## src/rtl/pbb_pkg.sv

```systemverilog
`default_nettype none

package pbb_pkg;

   localparam int COORD_FRAC_BITS = 24;
   localparam int RAND_BITS       = 24;
   localparam int COORD_W         = 32;
   localparam int POINT_Y_W       = 40;
   localparam int ROOT_W          = (COORD_W + COORD_FRAC_BITS + 1) / 2;
   localparam int TRIM_W          = ROOT_W + 2;
   localparam int PROD_W          = 2 * COORD_W;
   localparam int PEN_W           = PROD_W + 6;
   localparam int Y_W             = COORD_W + 4;
   localparam int IDX_W           = 3;
   localparam int CORNERS         = 4;

   // root unit source index for the stored upper x corner
   localparam logic [IDX_W-1:0] XROOT_IDX = IDX_W'(4);
   localparam logic [IDX_W-1:0] LAST_CORNER = IDX_W'(3);
   localparam logic [IDX_W-1:0] LAST_TRIM = IDX_W'(5);

   localparam logic CMD_LOAD  = 1'b0;
   localparam logic CMD_TRIAL = 1'b1;

   typedef enum logic [1:0] {
      MODE_UNABLE = 2'd0,
      MODE_FULL   = 2'd1,
      MODE_PAR    = 2'd2,
      MODE_BOX    = 2'd3
   } mode_type;

   typedef enum logic [4:0] {
      OP_NONE,
      OP_LOAD,
      OP_ROOT_START,
      OP_ROOT_STORE,
      OP_TRIM,
      OP_CHECK,
      OP_CLEAR,
      OP_SQR_MUL,
      OP_SQR_WR,
      OP_FULL_MODE,
      OP_PEN_MUL,
      OP_PEN_SCALE,
      OP_PEN_CMP,
      OP_TX_MUL,
      OP_TX_ADD,
      OP_TY_MUL,
      OP_TY_ADD,
      OP_TE_MUL,
      OP_T_ACC,
      OP_PUBLISH
   } op_type;

   typedef struct packed {
      op_type           op;
      logic [IDX_W-1:0] idx;
   } dp_cmd_type;

   typedef struct packed {
      logic root_done;
      logic empty;
      logic full;
      logic par_mode;
   } dp_stat_type;

endpackage

`default_nettype wire

```

## src/rtl/pbb_ctrl.sv

```systemverilog
`default_nettype none

module pbb_ctrl (
   input  wire logic                  clock,
   input  wire logic                  reset,
   input  wire logic                  req_valid,
   input  wire logic                  req_command,
   output logic                       req_ready,
   output logic                       rsp_valid,
   input  wire logic                  rsp_ready,
   input  wire pbb_pkg::dp_stat_type  stat,
   output pbb_pkg::dp_cmd_type        cmd
);

   typedef enum logic [16:0] {
      ST_IDLE      = 17'h00001,
      ST_ROOT_RUN  = 17'h00002,
      ST_ROOT_WAIT = 17'h00004,
      ST_TRIM      = 17'h00008,
      ST_CHECK     = 17'h00010,
      ST_SQR_MUL   = 17'h00020,
      ST_SQR_WR    = 17'h00040,
      ST_PEN_MUL   = 17'h00080,
      ST_PEN_SCALE = 17'h00100,
      ST_PEN_CMP   = 17'h00200,
      ST_TX_MUL    = 17'h00400,
      ST_TX_ADD    = 17'h00800,
      ST_TY_MUL    = 17'h01000,
      ST_TY_ADD    = 17'h02000,
      ST_TE_MUL    = 17'h04000,
      ST_T_ACC     = 17'h08000,
      ST_DONE      = 17'h10000
   } state_type;

   state_type                 state_ff, state_in;
   logic [pbb_pkg::IDX_W-1:0] idx_ff, idx_in;
   logic                      rsp_valid_ff, rsp_valid_in;

   always_comb begin
      state_in     = state_ff;
      idx_in       = idx_ff;
      rsp_valid_in = rsp_valid_ff && !rsp_ready;
      cmd.op       = pbb_pkg::OP_NONE;
      cmd.idx      = idx_ff;
      unique case (state_ff)
         ST_IDLE: begin
            if (req_valid) begin
               cmd.op = pbb_pkg::OP_LOAD;
               if (req_command == pbb_pkg::CMD_LOAD) begin
                  idx_in   = '0;
                  state_in = ST_ROOT_RUN;
               end else if (stat.par_mode) begin
                  state_in = ST_TX_MUL;
               end else begin
                  state_in = ST_DONE;
               end
            end
         end
         ST_ROOT_RUN: begin
            cmd.op   = pbb_pkg::OP_ROOT_START;
            state_in = ST_ROOT_WAIT;
         end
         ST_ROOT_WAIT: begin
            if (stat.root_done) begin
               cmd.op = pbb_pkg::OP_ROOT_STORE;
               if (idx_ff == pbb_pkg::XROOT_IDX) begin
                  state_in = ST_PEN_MUL;
               end else if (idx_ff == pbb_pkg::LAST_CORNER) begin
                  idx_in   = '0;
                  state_in = ST_TRIM;
               end else begin
                  idx_in   = idx_ff + 1'b1;
                  state_in = ST_ROOT_RUN;
               end
            end
         end
         ST_TRIM: begin
            cmd.op = pbb_pkg::OP_TRIM;
            if (idx_ff == pbb_pkg::LAST_TRIM) begin
               state_in = ST_CHECK;
            end else begin
               idx_in = idx_ff + 1'b1;
            end
         end
         ST_CHECK: begin
            if (stat.empty) begin
               cmd.op   = pbb_pkg::OP_CLEAR;
               state_in = ST_DONE;
            end else begin
               cmd.op   = pbb_pkg::OP_CHECK;
               idx_in   = '0;
               state_in = ST_SQR_MUL;
            end
         end
         ST_SQR_MUL: begin
            cmd.op   = pbb_pkg::OP_SQR_MUL;
            state_in = ST_SQR_WR;
         end
         ST_SQR_WR: begin
            cmd.op = pbb_pkg::OP_SQR_WR;
            if (idx_ff == pbb_pkg::LAST_CORNER) begin
               idx_in   = pbb_pkg::XROOT_IDX;
               state_in = ST_ROOT_RUN;
            end else begin
               idx_in   = idx_ff + 1'b1;
               state_in = ST_SQR_MUL;
            end
         end
         ST_PEN_MUL: begin
            if (stat.full) begin
               cmd.op   = pbb_pkg::OP_FULL_MODE;
               state_in = ST_DONE;
            end else begin
               cmd.op   = pbb_pkg::OP_PEN_MUL;
               state_in = ST_PEN_SCALE;
            end
         end
         ST_PEN_SCALE: begin
            cmd.op   = pbb_pkg::OP_PEN_SCALE;
            state_in = ST_PEN_CMP;
         end
         ST_PEN_CMP: begin
            cmd.op   = pbb_pkg::OP_PEN_CMP;
            state_in = ST_DONE;
         end
         ST_TX_MUL: begin
            cmd.op   = pbb_pkg::OP_TX_MUL;
            state_in = ST_TX_ADD;
         end
         ST_TX_ADD: begin
            cmd.op   = pbb_pkg::OP_TX_ADD;
            state_in = ST_TY_MUL;
         end
         ST_TY_MUL: begin
            cmd.op   = pbb_pkg::OP_TY_MUL;
            state_in = ST_TY_ADD;
         end
         ST_TY_ADD: begin
            cmd.op   = pbb_pkg::OP_TY_ADD;
            state_in = ST_TE_MUL;
         end
         ST_TE_MUL: begin
            cmd.op   = pbb_pkg::OP_TE_MUL;
            state_in = ST_T_ACC;
         end
         ST_T_ACC: begin
            cmd.op   = pbb_pkg::OP_T_ACC;
            state_in = ST_DONE;
         end
         ST_DONE: begin
            if (!rsp_valid_ff || rsp_ready) begin
               cmd.op       = pbb_pkg::OP_PUBLISH;
               rsp_valid_in = 1'b1;
               state_in     = ST_IDLE;
            end
         end
         default: state_in = ST_IDLE;
      endcase
   end

   always_ff @(posedge clock) begin
      idx_ff <= idx_in;
      if (reset) begin
         state_ff     <= ST_IDLE;
         rsp_valid_ff <= 1'b0;
      end else begin
         state_ff     <= state_in;
         rsp_valid_ff <= rsp_valid_in;
      end
   end

   assign req_ready = (state_ff == ST_IDLE);
   assign rsp_valid = rsp_valid_ff;

   root_done_when_waiting: assert property (@(posedge clock) disable iff (reset)
      stat.root_done |-> (state_ff == ST_ROOT_WAIT))
      else $error("root result arrived outside root wait");

   hold_until_output_free: assert property (@(posedge clock) disable iff (reset)
      (state_ff == ST_DONE && rsp_valid_ff && !rsp_ready) |=>
         (state_ff == ST_DONE && rsp_valid_ff))
      else $error("result published over a pending word");

   load_starts_roots: assert property (@(posedge clock) disable iff (reset)
      (req_valid && req_ready && req_command == pbb_pkg::CMD_LOAD) |=>
         (state_ff == ST_ROOT_RUN && idx_ff == '0))
      else $error("load did not start root sequence");

endmodule

`default_nettype wire

```

## config.mk

```make
export PLATFORM = sky130hd
export DESIGN_NAME = pbb_ctrl
export DESIGN_NICKNAME = d
export VERILOG_FILES = /design/src/rtl/pbb_pkg.sv /design/src/rtl/pbb_ctrl.sv
export SDC_FILE = /design/constraint.sdc
export NUM_CORES = 1
export LEC_CHECK = 0
export BUFFER_PORTS_ARGS = -buffer_cell sky130_fd_sc_hd__clkbuf_2
export CORE_MARGIN = 2
export CORE_UTILIZATION = 35
export CTS_CLUSTER_DIAMETER = 200
export DETAILED_ROUTE_END_ITERATION = 6
export SYNTH_ARGS = -nofsm -noshare
export SYNTH_HDL_FRONTEND = slang
export SYNTH_SLANG_ARGS = --single-unit
```

## constraint.sdc

```tcl
create_clock -name clock -period 3.97 [get_ports clock]
set_input_delay 0.397 -clock clock [delete_from_list [all_inputs] [get_ports clock]]
set_output_delay 0.397 -clock clock [all_outputs]
set_load 0.01 [all_outputs]
```

==> run summary <==
Psw = 233.6 µW
CTS clk-pin slew, worst paths = 70 ps
Worst R2R End = idx_ff[0]
DRT Pass-1 Iters = 4
worst r2r src = state_ff[13]
WHS Path Cells = 2
CP Data Required Time = 3570 ps
Slew Limit Fails = 0
GP Congestion = 0.8929
Ys Warns = 0
logic gate share of total power = 36.0%
ANT nets after route = 0
P_leak = 0.5720 nW
number of global-route vias before repair = 1220
post-synthesis sequential area ratio = 33.40%
Reg2Reg Depth = 6
Syn-to-layout area delta = 13.91%
PD cells = 412.5 nW/µm²
Crit Path Class = reg2out
Num Clock Sinks = 21
Max Root-Sink Buffers = 2
total negative slack = 0 ps
flop2flop setup slack = 1460 ps
DR WL met3 = 227 µm
Crit Path Max Fanout = 7
hold slack = 358.6 ps
M1 WL = 1639 µm
post-synth top area share = 26.72%
WHS Endpoint = state_ff[8]
Tcrit/Tclk final = 71.94%
total power = 633.8 µW
syn avg cell area = 8.537 µm²
total CTS buffers = 3
Final Hold Fails = 0
Die Span Y = 66.08 µm
PostCTS Resize Cnt = 0
average via count per standard cell = 5.863
CTS tree = yes
status = complete, no violations
Syn Std Cell Area = 1349 µm²
nets@finish = 193
H-tree depth = 1
DRC = 0
Slew @ Worst Pin = 576.7 ps
Initial Util = 36.57%
Post-DP HPWL = 2827 µm
IO Port Bufs = 18
all-layer global routing usage = 17.59%
clock skew = 0.7124 ps
multi-input combinational cell area = 860.8 µm²
internal cell power = 400.2 µW
Slew HR = 61.26%
RSZ-0062 raised after global routing = false
WP data arrival = 2460 ps
Hold Path Class = in2reg
max layer used = met4
synth cell count leaders = dfxtp_1, nor2_1, nand2_1
syn nets = 172
Setup violations, final = 0
fmax = 350.1 MHz
sequential group share of total power = 41.5%
number of synthesized register bits = 21
vias post-DR = 1325
CP Capture Type = output port
Inserted Diodes = 0
share of cells above drive strength 1 = 19.10%
Post-CTS Hold Buffers = 0
clock latency on the worst-skew pair = 260 ps
gate count of the mapped netlist = 158
largest area contributor in the netlist = dfxtp_1
drt wl/cell = 15.77 µm
initial antenna violation count = 0
dpl cells = 222
Register Area = 450.4 µm²
Routed WL = 3563 µm
root buffer cell = clkbuf_8
Primary FF master, synth = dfxtp_1
# fillers = 394
post-CTS setup repair buffer count = 0
Post-synth ARST share = 0%
number of synthesized flops with an enable pin = 3
I/O pin total = 19
initial DRC count = 50
largest net degree at the start of global routing = 15
FP Rows = 22
die area = 4367 µm²
CP Launch Type = register
met2 routed WL = 1601 µm
Max Cap Viol = 0
Worst VDD drop = 0.1939 mV
min-delay src = stat[1]
width of the die = 66.08 µm
global-route wire length before repair = 5727 µm
Sw Share = 36.85%
fin cells = 226
fin crit period = 2856 ps
core area = 3689 µm²
ranking of synthesized cells by area = dfxtp_1, edfxtp_1, nor2_1
GRT overflow = 0
Clock Power Share = 22.5%
Synth cell types = 50
==> layout by cell type (no fill, tap or decap), types with 4 or more instances in the layout <==
master    netlist  final
inv_1           8      8
clkbuf_2        0     18
nand2_1        12     12
nand3b_1        4      4
o21ai_0         8      8
nor4_1          4      4
ha_1            5      5
dfxtp_1        18     18
a21oi_1         5      5
nor3_1          8      8
nor2_1         18     18
nand4_1         5      5
==> metrics by stage <==
stage	setup WS [ps]	util, %	instance area (µm²)
6_report	1114	41.66	1536
5_1_grt	965.6	41.66	1536
4_1_cts	1125	41.66	1536
3_5_place_dp	1427	40.43	1491
3_3_place_gp	1400	40.43	1491
2_1_floorplan	1777	-	1349
==> worst max-delay path by stage <==
stage	start	end	slack (ps)
6_report	state_ff[13]	cmd[5]	1110
5_1_grt	state_ff[13]	cmd[5]	970
4_1_cts	state_ff[12]	cmd[5]	1130
3_5_place_dp	state_ff[8]	cmd[5]	1430
3_3_place_gp	state_ff[13]	cmd[5]	1400
2_1_floorplan	state_ff[0]	cmd[3]	1780
==> cells by family (layout without fill, tap and decap cells) <==
group | Yosys count | count (layout) | share of synthesized area [%]
adder cells (fa/ha/maj) | 5 | 5 | 4.638
XOR/XNOR | 3 | 3 | 1.948
buffers and inverters | 10 | 30 | 2.783
flip-flops | 21 | 21 | 33.40
AND/OR/NAND/NOR | 88 | 88 | 41.65
AO/OA/AOI/OAI | 31 | 31 | 15.58
==> registers in the layout, summed over array words and instances, names as in the netlist <==
signal / cells
state_ff: 17
idx_ff: 3
rsp_valid: 1
==> power groups by stage <==
stage / registers [mW] / clock network [mW] / logic, mW
3_5_place_dp: 0.268 / 0 / 0.225
5_1_grt: 0.267 / 0.159 / 0.254
4_1_cts: 0.263 / 0.146 / 0.227
3_3_place_gp: 0.267 / 0 / 0.226
2_1_floorplan: 0.269 / 0 / 0.157
6_report: 0.263 / 0.143 / 0.228
==> critical path: stages, from the launching register on <==
cell      delay (ps)
dfxtp_1          370
nor4_2           470
and3_1           310
nand2_1           80
or3_2            470
and4_2           240
o31ai_1           60
clkbuf_2         180
==> area by class of cell <==
class	instances	share of cell area, %
inverter	8	1.954
tap	48	3.909
sequential	21	29.32
clock buffer	4	2.932
timing repair buffer	18	5.863
multi-input combinational	127	56.03
==> layer usage <==
layer  global-route usage, %  vias up
li1                        -      637
met1                   23.63      623
met2                   27.38       56
met3                   2.555        9
met4                   8.673        0
met5                       0        -
(Power assumes the default switching activity.)
